<file path="src/hdl/sdr_pkg.sv">
// Shared types and constants for the stroke dab resampler.
// No dependencies; used by sdr_fifo, sdr_front, sdr_back and the top level.
package sdr_pkg;

  localparam int POS_W   = 24;  // Q16.8 position
  localparam int DELTA_W = 25;  // position difference
  localparam int PRS_W   = 17;  // Q1.16 pressure
  localparam int SPC_W   = 16;  // Q8.8 spacing
  localparam int LEN_W   = 25;  // segment length, Q.8
  localparam int LEFT_W  = 25;  // carried leftover, Q.8
  localparam int LS_W    = 17;  // pressure-scaled spacing
  localparam int TOT_W   = 26;  // length + leftover
  localparam int SQ_W    = 50;  // dx*dx + dy*dy
  localparam int EMIT_W  = 7;   // dab count per segment, up to 64
  localparam int DIST_W  = 27;  // signed path distance of one dab
  localparam int NUM_W   = 52;  // delta * distance, signed
  localparam int QUO_W   = 51;  // rounded interpolation magnitude

  localparam logic [SPC_W-1:0] SPACING_RST = 16'd256;

  // one unit of work handed from the front end to the emitter
  typedef struct packed {
    logic                      pass;      // stroke start: emit base as is
    logic signed [POS_W-1:0]   base_x;
    logic signed [POS_W-1:0]   base_y;
    logic [PRS_W-1:0]          pressure;
    logic signed [DELTA_W-1:0] dx;
    logic signed [DELTA_W-1:0] dy;
    logic [LEN_W-1:0]          len;
    logic [LS_W-1:0]           ls;
    logic [LEFT_W-1:0]         left;
    logic [EMIT_W-1:0]         emit;
    logic                      trunc;
  } cmd_t;

endpackage

</file>
<file path="src/hdl/sdr_fifo.sv">
// Two-entry command queue between front end and emitter.
// Depends on sdr_pkg (cmd_t).
module sdr_fifo
  import sdr_pkg::*;
(
  input  logic clk,
  input  logic rst_n,
  input  logic push,
  input  cmd_t push_cmd,
  output logic full,
  input  logic pop,
  output cmd_t pop_cmd,
  output logic empty
);

  cmd_t       mem_r [2];
  logic       wp_r, rp_r;
  logic [1:0] cnt_r;

  always_ff @(posedge clk) begin
    if (!rst_n) begin
      wp_r  <= 1'b0;
      rp_r  <= 1'b0;
      cnt_r <= '0;
    end else begin
      if (push) wp_r <= ~wp_r;
      if (pop)  rp_r <= ~rp_r;
      cnt_r <= cnt_r + {1'b0, push} - {1'b0, pop};
    end
  end

  always_ff @(posedge clk) begin
    if (push) mem_r[wp_r] <= push_cmd;
  end

  assign full    = (cnt_r == 2'd2);
  assign empty   = (cnt_r == 2'd0);
  assign pop_cmd = mem_r[rp_r];

`ifndef SYNTHESIS
  a_cnt_bound: assert property (@(posedge clk) disable iff (!rst_n) cnt_r <= 2'd2)
    else $error("queue count out of range");
  a_no_overrun: assert property (@(posedge clk) disable iff (!rst_n) !(push && full))
    else $error("push into full queue");
  a_no_underrun: assert property (@(posedge clk) disable iff (!rst_n) !(pop && empty))
    else $error("pop from empty queue");
`endif

endmodule

</file>
<file path="config.mk">
export PLATFORM = sky130hd
export DESIGN_NAME = sdr_fifo
export DESIGN_NICKNAME = d
export VERILOG_FILES = /design/src/hdl/sdr_pkg.sv /design/src/hdl/sdr_fifo.sv
export SDC_FILE = /design/constraint.sdc
export NUM_CORES = 1
export LEC_CHECK = 0
export BUFFER_PORTS_ARGS = -buffer_cell sky130_fd_sc_hd__buf_4
export CAP_MARGIN = 20
export CORE_ASPECT_RATIO = 0.9
export CORE_MARGIN = 1
export CORE_UTILIZATION = 37
export CTS_BUF_LIST = sky130_fd_sc_hd__clkbuf_8
export DETAILED_ROUTE_END_ITERATION = 6
export RECOVER_POWER = 100
export SLEW_MARGIN = 15
export SYNTH_ARGS = -nofsm -noshare
export SYNTH_HDL_FRONTEND = slang
export SYNTH_SLANG_ARGS = --single-unit
</file>
<file path="constraint.sdc">
create_clock -name clk -period 19.4 [get_ports clk]
set_clock_uncertainty 0.05 [all_clocks]
set_input_delay 3.88 -clock clk [delete_from_list [all_inputs] [get_ports clk]]
set_output_delay 3.88 -clock clk [all_outputs]
set_load 0.02 [all_outputs]
</file>
Word level (Yosys, flattened, before mapping)
Memory sizes are Yosys's and may differ from the RTL's. A register that Yosys moved wholly into a read port is not among the register bits.
Index checks and enable logic that the tools add are counted.
{"block": "totals", "inputBits": 195, "n_memories": 1, "rom_bits": 0, "elab_cells": 14, "reg_bits": 4, "latchBits": 0, "ram_bits": 382}
{"memory": "mem_r", "words": 2, "word_bits": 191, "rd": 1, "rd_ports_with_merged_regs": 1, "wr": 1, "line_no": "sdr_fifo.sv:16", "text": "cmd_t mem_r [2];"}
{"block": "op_classes", "shifts": 0, "bitwise": 2, "mul": 0, "n_lt_le_gt_ge": 0, "mux": 4, "n_eq_ne": 1, "div": 0, "n_addsub": 2, "n_reduce_logical": 1}
{"op": "$mux W1", "n": 4}
{"op": "$add A2 B1 Y2", "n": 1}
{"op": "$eq A2 B2 Y1 const B", "n": 1}
{"op": "$logic_not A2 Y1", "n": 1}
{"op": "$not A1 Y1", "n": 2}
{"op": "$sub A2 B1 Y2", "n": 1}

Depth between registers and ports, before layout
Gate-level depths: netlist of the first run.
{"block": "depth", "word_depth": 3, "depth_mapped": 6, "mapped_depth_nobuf": 6}

Worst setup path before layout of the first run
Ideal clock, no wire load.
{"block": "synth_path", "kind": "input port to flip-flop", "start": "input port push", "end": "register wp_r", "arrival_ps": 12827, "cell_stages": 2, "t_required_ps": 19253, "n_path_buf": 0, "path_slack_ps": 6425, "cell_sequence": "nor2b_1 -> o21a_1"}
{"item": "start, declared", "line_no": "sdr_fifo.sv:8", "text": "input logic push,"}
{"item": "end signal, assigned", "line_no": "sdr_fifo.sv:26", "text": "if (push) wp_r <= ~wp_r;"}
{"item": "end, declared", "line_no": "sdr_fifo.sv:17", "text": "logic wp_r, rp_r;"}

==> results.cfg, run 1 <==
[flow_run]
drv_cap = 10

[logic_synthesis]
synthTopCellsByArea = edfxtp_1 (81%), mux2_2 (15%), clkbuf_8 (1.9%)
yosys.area.top_type_share_pct = 81.18
synth_fp_nets = 812
avgSynthCellArea_um2 = 22.98
syn_area_um2 = 14130
synth_seq_area_share_pct = 81.88
netlist_instances = 615
synth.distinct_cells = 13
yosysTopAreaCell = edfxtp_1
ys_warn_count = 0
synth-seq-cells = 387

[die]
die_x_um = 208
core-area_um2 = 37470
die_area_um2 = 38980
rows = 67
boundaryPins = 388
die_y_um = 187.4
start_util_pct = 37.71

[run_status]
status = finished, violations left
violations = capacitance limit, slew limit

[critical_path]
cp.required_ns = 15.47
worst_setup_path_start_kind = register
cp_data_arrival_time_ns = 7.11
crit_fanout = 75
cp-end-kind = output port
critPathKind = register to output port

[cells_and_area]
postLayoutCoreUtil_pct = 46.91
multi_input_area_um2 = 2268
final_common_cell = edfxtp_1
fin_nets = 1248
drive_gt1_share_pct = 37.91
nFillCells = 3461
layout_common_cells = edfxtp_1 (382), clkbuf_1 (225), mux2_2 (180)
final-seq-area_um2 = 11570
area_growth_pct = 24.39
n_antenna_cell = 0

[route]
first_iter_violations = 250
vias_per_cell = 4.619
drc = 0
totalWireLength_um = 29050
vias = 7275
ant_nets = 0
wl_per_cell_um = 18.44
drt-pass1-iter-count = 4

[clock_network]
tritoncts = built
cts_buffers = 61
clk_latency_ns = 0.62
cts.path.max_buffers = 3
cts.sinks = 387
ctsHoldBuffers = 0
cts.reportedPaths.clkPinSlew_ns = 0.06
cts_resized = 0
cts_root_buffer = clkbuf_8
cts_setup_buffers = 0
cts-htree-levels = 2

[timing]
hold_slack_ns = 0.5203
tightestPinTransition_ns = 4.720
fin_crit_sh_pct = 56.90
relSlewSlack_pct = -214.9
max_freq_ghz = 0.09059
slew_violations = 591
setup_violations = 0
rsz0062_at_grt = false
hold_viol = 0
final.setup.tns_ns = 0
period_minus_slack_ns = 11.04

[placed_design]
gp_congestion = 0.7214
place_hpwl_um = 18760
port_buffers = 387

[worst_hold_path]
min_path_type = register to register

[pwr]
power_leakage_uw = 0.006042
max-vdd-ir-drop_mv = 0.05636
p_per_area_nw_per_um2 = 101.7

[grt]
grt_pass1_wl_um = 43280
overflow = 0
grt_max_degree = 76
track_usage_pct = 14.68
grt_pass1_vias = 7518
antenna_found_initial = 0
## cells by family (layout without fill, tap and decap cells)
logic type                 Yosys count  in the layout  share of synthesized area (%)
and+or+nand+nor                      9              9                         0.3807
buffers and inverters               23            500                          2.063
xor gates and xnor gates             2              2                         0.2214
AOI/OAI and AO/OA                    1              1                        0.05315
DFF                                387            387                          81.88
adders and majority gates            2              2                         0.1771
muxes                              191            191                          15.22
## cells in the mapped netlist
cell and n:
xnor3_1 1, edfxtp_1 382, ha_1 2, and2_1 4
mux2_2 191, buf_6 2, o21a_1 1, nor2b_1 4
nor2_1 1, clkbuf_8 19, xor2_1 1, dfxtp_1 5
inv_1 2
## registers in the layout, indices dropped and copies added, names as in the netlist, named ones only
| signal | cells |
|---|---|
| mem_r | 382 |
| rp_r | 1 |
| wp_r | 1 |
| cnt_r | 2 |
## layer usage
metal  global-route usage (%)  vias up  wire [um]
met2                    22.32      281      13500
li1                         -     3347          -
met5                        0        -          0
met3                    6.447       50       2905
met4                    6.496        0        667
met1                    18.11     3597      11970
## metrics by stage
step,cell area (um^2),cells,power [uW],setup slack [ns]
3_3_place_gp,17420,1471,1251,12.65
5_1_grt,17580,1575,1868,7.661
3_5_place_dp,17420,1471,1255,12.64
4_1_cts,18440,1575,1853,12.18
6_report,17580,1575,1788,8.362
2_1_floorplan,14130,615,1148,6.425
## cell type report
type                       count  share of cell area, %
clock buffer                  61                  4.776
tap                          483                  3.438
clock inverter                43                  1.011
timing repair buffer         394                  12.00
inverter                       2                0.04271
sequential                   387                  65.83
multi-input combinational    205                  12.90
## where the power goes
group	switching [uW]	internal, uW
Combinational	130	87.9
Sequential	13.6	972
Clock	295	289
## path summary, 6_finish.rpt
| kind | slack, ns | depth (start not counted) | to | startpoint |
|---|---|---|---|---|
| max | 8.36 | 3 | pop_cmd[99] | register |
| min | 0.52 | 2 | register | rp_r |
| max reg2reg | 11.75 | 3 | mem_r[0][99] | wp_r |
| min reg2reg | 0.52 | 2 | register | rp_r |
## critical path, cell delays in order, from the launching register on
cell and delay (ns):
dfxtp_1 2.32, clkbuf_1 3.16, mux2_2 0.62, clkbuf_1 0.26
Note: power is estimated with default switching activity, not from simulation.
==> run 2, diff against run 1 <==
==> constraint.sdc (replaced) <==
create_clock -name clk -period 9.3 [get_ports clk]
set_clock_uncertainty 0.05 [all_clocks]
set_input_delay 1.86 -clock clk [delete_from_list [all_inputs] [get_ports clk]]
set_output_delay 1.86 -clock clk [all_outputs]
set_load 0.02 [all_outputs]
==> run 2 against run 1 <==
Against the previous run: the run still ends with capacitance limit, slew limit left; setup slack got worse by 5.7 ns; first-iteration DRC count rose by 9.6%; sequential power increased by 110%; critical path type is now input pin to register; largest power group unchanged.
==> results.cfg, run 2 (synthesized netlist as in run 1, its figures left out) <==
[route]
ant_nets = 0
highest_layer = met5
vias = 7293
vias_per_cell = 4.593
wl_met1_um = 12500
totalWireLength_um = 29770
met2WireLength_um = 14020
first_iter_violations = 274
wl_met3_um = 2656
drt-pass1-iter-count = 4
drc = 0
wl_per_cell_um = 18.75

[run_status]
violations = capacitance limit, slew limit
status = finished, violations left

[critical_path]
cp_data_arrival_time_ns = 6.80
rr_worst_depth = 3
crit_fanout = 69
worstReg2RegStart = wp_r
r2r-end = mem_r[0][158]
r2r_setup_slack_ns = 3.77
worst_setup_path_start_kind = input pin
cp.required_ns = 9.43
critPathKind = input pin to register
cp-end-kind = register

[timing]
tightestPinTransition_ns = 3.992
max_freq_ghz = 0.1498
fin_crit_sh_pct = 71.76
period_minus_slack_ns = 6.673
slew_violations = 456
hold_slack_ns = 0.5236
setup_violations = 0
hold_viol = 0
rsz0062_at_grt = false
relSlewSlack_pct = -166.1
final.setup.tns_ns = 0

[die]
die_area_um2 = 38980
boundaryPins = 388
core-area_um2 = 37470
die_x_um = 208
die_y_um = 187.4
start_util_pct = 37.71
rows = 67

[cells_and_area]
final_common_cell = edfxtp_1
layout_common_cells = edfxtp_1 (382), clkbuf_1 (223), mux2_2 (178)
drive_gt1_share_pct = 38.82
final-seq-area_um2 = 11570
area_growth_pct = 25.90
largest_reg_flops = 382
largestRegisters = mem_r: 382 flops, cnt_r: 2 flops
nFillCells = 3400
multi_input_area_um2 = 2268
registers.top_by_ff_count = mem_r
n_antenna_cell = 0
fin_nets = 1254

[clock_network]
cts.sinks = 387
cts.reportedPaths.clkPinSlew_ns = 0.05
ctsHoldBuffers = 0
cts_setup_buffers = 0
cts-htree-levels = 3
cts_root_buffer = clkbuf_8
cts_resized = 0
cts.path.max_buffers = 3
tritoncts = built
cts_buffers = 67
clk_latency_ns = 0.59

[pwr]
p_per_area_nw_per_um2 = 220.9
internal_power_uw = 2973
max-vdd-ir-drop_mv = 0.1364
sw_frac_of_total_pct = 24.35
p_switching_uw = 956.7
comb_power_share_pct = 11.4
clkPwrFrac_pct = 36.3
power_leakage_uw = 0.006144
seq_power_share_pct = 52.3

[grt]
antenna_found_initial = 1
grt_max_degree = 70
grt_pass1_wl_um = 44350
grt_pass1_vias = 7684
track_usage_pct = 15.10
overflow = 0

[worst_hold_path]
holdPathStages = 2
min_path_type = register to register
min_to = rp_r
hold_start = rp_r

[placed_design]
place_hpwl_um = 19070
gp_congestion = 0.7445
port_buffers = 387

[flow_run]
drv_cap = 8
run 2: worst max-delay path, stage by stage:
cell      delay (ns)
clkbuf_1        0.15
nor2b_1         1.66
clkbuf_1        1.46
clkbuf_2        1.58
run 2: worst max path at each step:
| stage | from | endpoint |
|---|---|---|
| 5_1_grt | push | mem_r[0][157] |
| 2_1_floorplan | push | mem_r[0][0] |
| 4_1_cts | register | pop_cmd[144] |
| 6_report | push | mem_r[0][158] |
| 3_3_place_gp | push | mem_r[0][155] |
| 3_5_place_dp | push | mem_r[0][150] |
run 2: power by group through the flow:
stage	registers [uW]	logic [uW]	clock network [uW]
2_1_floorplan	2080	305	0
6_report	2050	448	1430
3_3_place_gp	2080	530	0
4_1_cts	2050	536	1490
5_1_grt	2060	478	1560
3_5_place_dp	2090	533	0
run 2: per-stage QoR:
stage	power [uW]	setup WS (ns)	std cells	area (um^2)	utilization (%)
4_1_cts	4075	4.161	1588	18660	49.80
2_1_floorplan	2387	1.958	615	14130	-
3_5_place_dp	2619	4.798	1471	17420	46.50
3_3_place_gp	2612	4.814	1471	17420	46.50
5_1_grt	4099	2.177	1588	17790	47.48
6_report	3929	2.627	1588	17790	47.48
run 2: metal layers:
| layer | up-vias | GRT usage (%) |
|---|---|---|
| met3 | 53 | 6.917 |
| li1 | 3356 | - |
| met4 | 2 | 5.299 |
| met5 | - | 0 |
| met1 | 3586 | 18.20 |
| met2 | 296 | 23.86 |
run 2: area by class of cell:
class | count | area share (%)
timing repair buffer | 394 | 11.82
clock buffer | 69 | 5.338
inverter | 2 | 0.04220
clock inverter | 48 | 1.618
multi-input combinational | 205 | 12.75
tap | 483 | 3.397
sequential | 387 | 65.04
==> run 3, diff against run 2 <==
--- a/config.mk
+++ b/config.mk
@@ -5,6 +5,7 @@
 export SDC_FILE = /design/constraint.sdc
 export NUM_CORES = 1
 export LEC_CHECK = 0
+export ABC_AREA = 1
 export BUFFER_PORTS_ARGS = -buffer_cell sky130_fd_sc_hd__buf_4
 export CAP_MARGIN = 20
 export CORE_ASPECT_RATIO = 0.9
==> constraint.sdc (replaced) <==
create_clock -name clk -period 6.9 [get_ports clk]
set_clock_uncertainty 0.05 [all_clocks]
set_input_delay 1.38 -clock clk [delete_from_list [all_inputs] [get_ports clk]]
set_output_delay 1.38 -clock clk [all_outputs]
set_load 0.02 [all_outputs]
==> run 3 against run 2 <==
Against the previous run: the run still ends with capacitance limit, slew limit left; total power rose by 29%; worst hold slack worse by 0.071 ns; cell count about the same; clock power is 23% higher; utilization is essentially flat; area after synthesis did not move; combinational power is 23% higher; setup slack got worse by 1.1 ns; die area stayed put; sequential cell count unchanged; critical endpoint is now pop_cmd[134]; largest power group unchanged.
==> results.cfg, run 3 <==
[route]
drt-pass1-iter-count = 4
vias_per_cell = 4.590
ant_nets = 0
vias = 7294
drc = 0
wl_per_cell_um = 19.17
first_iter_violations = 315
totalWireLength_um = 30460

[die]
die_y_um = 187.4
die_x_um = 208
core-area_um2 = 37470
boundaryPins = 388
rows = 67
start_util_pct = 37.71
die_area_um2 = 38980

[critical_path]
cp-end-kind = output port
critPathKind = register to output port
worst_setup_path_start_kind = register
cp_data_arrival_time_ns = 3.98
crit_fanout = 81
r2r-end = mem_r[1][14]
worstReg2RegStart = wp_r
rr_worst_depth = 3
r2r_setup_slack_ns = 2.66
cp.required_ns = 5.47

[worst_hold_path]
min_path_type = register to register
holdPathStages = 2
hold_start = rp_r

[logic_synthesis]
yosysTopAreaCell = edfxtp_1
synth_seq_area_share_pct = 81.88
syn_area_um2 = 14130
synthMostInstantiatedCell = edfxtp_1
postSynth.asyncResetShare_pct = 0
ys.flop_type = edfxtp_1
synth.distinct_cells = 11
yosys.area.top_type_share_pct = 81.18
synth-seq-cells = 387
yosys-top-cells-count = edfxtp_1 (382), mux2_2 (191), clkbuf_8 (19)
ys_warn_count = 0
avgSynthCellArea_um2 = 22.54
synth_fp_nets = 824
synthTopCellsByArea = edfxtp_1 (81%), mux2_2 (15%), clkbuf_8 (1.9%)
synth-edff-count = 382
netlist_instances = 627

[cells_and_area]
layout_common_cells = edfxtp_1 (382), clkbuf_1 (199), mux2_2 (189)
largestRegisters = mem_r: 382 flops, cnt_r: 2 flops
area_growth_pct = 25.83
fin_cells = 1589
n_antenna_cell = 0
largest_reg_flops = 382
fin_nets = 1259
drive_gt1_share_pct = 41.32
final_common_cell = edfxtp_1
registers.top_by_ff_count = mem_r
nFillCells = 3379

[timing]
relSlewSlack_pct = -166.7
hold_viol = 0
setup_slack_ns = 1.492
period_minus_slack_ns = 5.408
max_freq_ghz = 0.1849
setup_violations = 0
final.setup.tns_ns = 0
slew_violations = 442
rsz0062_at_grt = false
hold_slack_ns = 0.4531
tightestPinTransition_ns = 4.001
fin_crit_sh_pct = 78.38

[clock_network]
tritoncts = built
cts.reportedPaths.clkPinSlew_ns = 0.06
cts_buffers = 60
cts.sinks = 387
clk_latency_ns = 0.62
cts_setup_buffers = 0
cts_root_buffer = clkbuf_8
cts-htree-levels = 2
cts.path.max_buffers = 3
cts_resized = 0
ctsHoldBuffers = 0

[pwr]
p_per_area_nw_per_um2 = 286.0
power_leakage_uw = 0.006239
max-vdd-ir-drop_mv = 0.1760

[placed_design]
port_buffers = 387
pre_cts_ws_ns = 3.218
place_hpwl_um = 20150
gp_congestion = 0.8214
dp.cells = 1483

[grt]
grt_pass1_wl_um = 44970
grt_max_degree = 99
grt_pass1_vias = 7550
overflow = 0
track_usage_pct = 15.40
antenna_found_initial = 2

[run_status]
status = finished, violations left
violations = capacitance limit, slew limit

[flow_run]
drv_cap = 7
-- run 3: cell types whose count changed after synthesis, sizes merged --
cell | before | now
nand2 | 0 | 8
nor2 | 1 | 9
inv | 2 | 7
and2 | 4 | 0
nor2b | 4 | 0
a21oi | 0 | 1
nand3 | 0 | 1
o21a | 1 | 0
xnor3 | 1 | 0
xor2 | 1 | 0
-- run 3: worst max-delay path by stage --
stage / slack, ns / to / cells past startpoint / start
after global placement: 3.26 / pop_cmd[187] / 3 / register
after detailed placement: 3.22 / pop_cmd[18] / 3 / register
after floorplan: 0.03 / mem_r[0][0] / 2 / push
after global routing: 1.21 / pop_cmd[117] / 3 / register
final: 1.49 / pop_cmd[134] / 3 / register
after CTS: 2.50 / pop_cmd[18] / 3 / register
-- run 3: metal layers --
metal	part of all wire [%]	wire (um)	global-route usage, %
met2	46	14100	23.43
met4	2.0	624	6.097
met3	9.6	2930	6.061
met5	0.11	33	0
met1	42	12780	19.75
-- run 3: cells by family (layout without fill, tap and decap cells) --
family / Yosys count / after routing / share of synthesized area (%)
simple gates: 18 / 18 / 0.4869
mux: 191 / 191 / 15.22
compound gates: 1 / 1 / 0.03538
flops: 387 / 387 / 81.88
fa+ha+maj: 2 / 2 / 0.1771
buf+inv: 28 / 507 / 2.196
-- run 3: through the flow --
stage                     power [uW]  util, %  cell area [um^2]
final                           5085    47.45             17780
after global routing            5296    47.45             17780
after CTS                       5245    49.54             18570
after detailed placement        3456    46.58             17450
after global placement          3446    46.58             17450
after floorplan                 3165        -             14130
-- run 3: area by class of cell --
class / count / area (um^2) / share of cell area, %
Sequential cell: 387 / 11570 / 65.10
Clock inverter: 41 / 217.7 / 1.224
Multi-Input combinational cell: 212 / 2250 / 12.65
Clock buffer: 65 / 894.6 / 5.031
Tap cell: 483 / 604.3 / 3.399
Timing Repair Buffer: 394 / 2213 / 12.45
Inverter: 7 / 26.28 / 0.1478
-- run 3: report_power, final --
group          internal (uW)  switching [uW]  leakage, uW
registers               2730            37.3      0.00363
clock network            931             832     0.000659
logic                    219             332      0.00195
-- run 3: critical path, stage by stage, from the launching register on --
cell	delay, ns
dfxtp_4	0.79
clkbuf_2	1.65
mux2_2	0.43
clkbuf_1	0.28
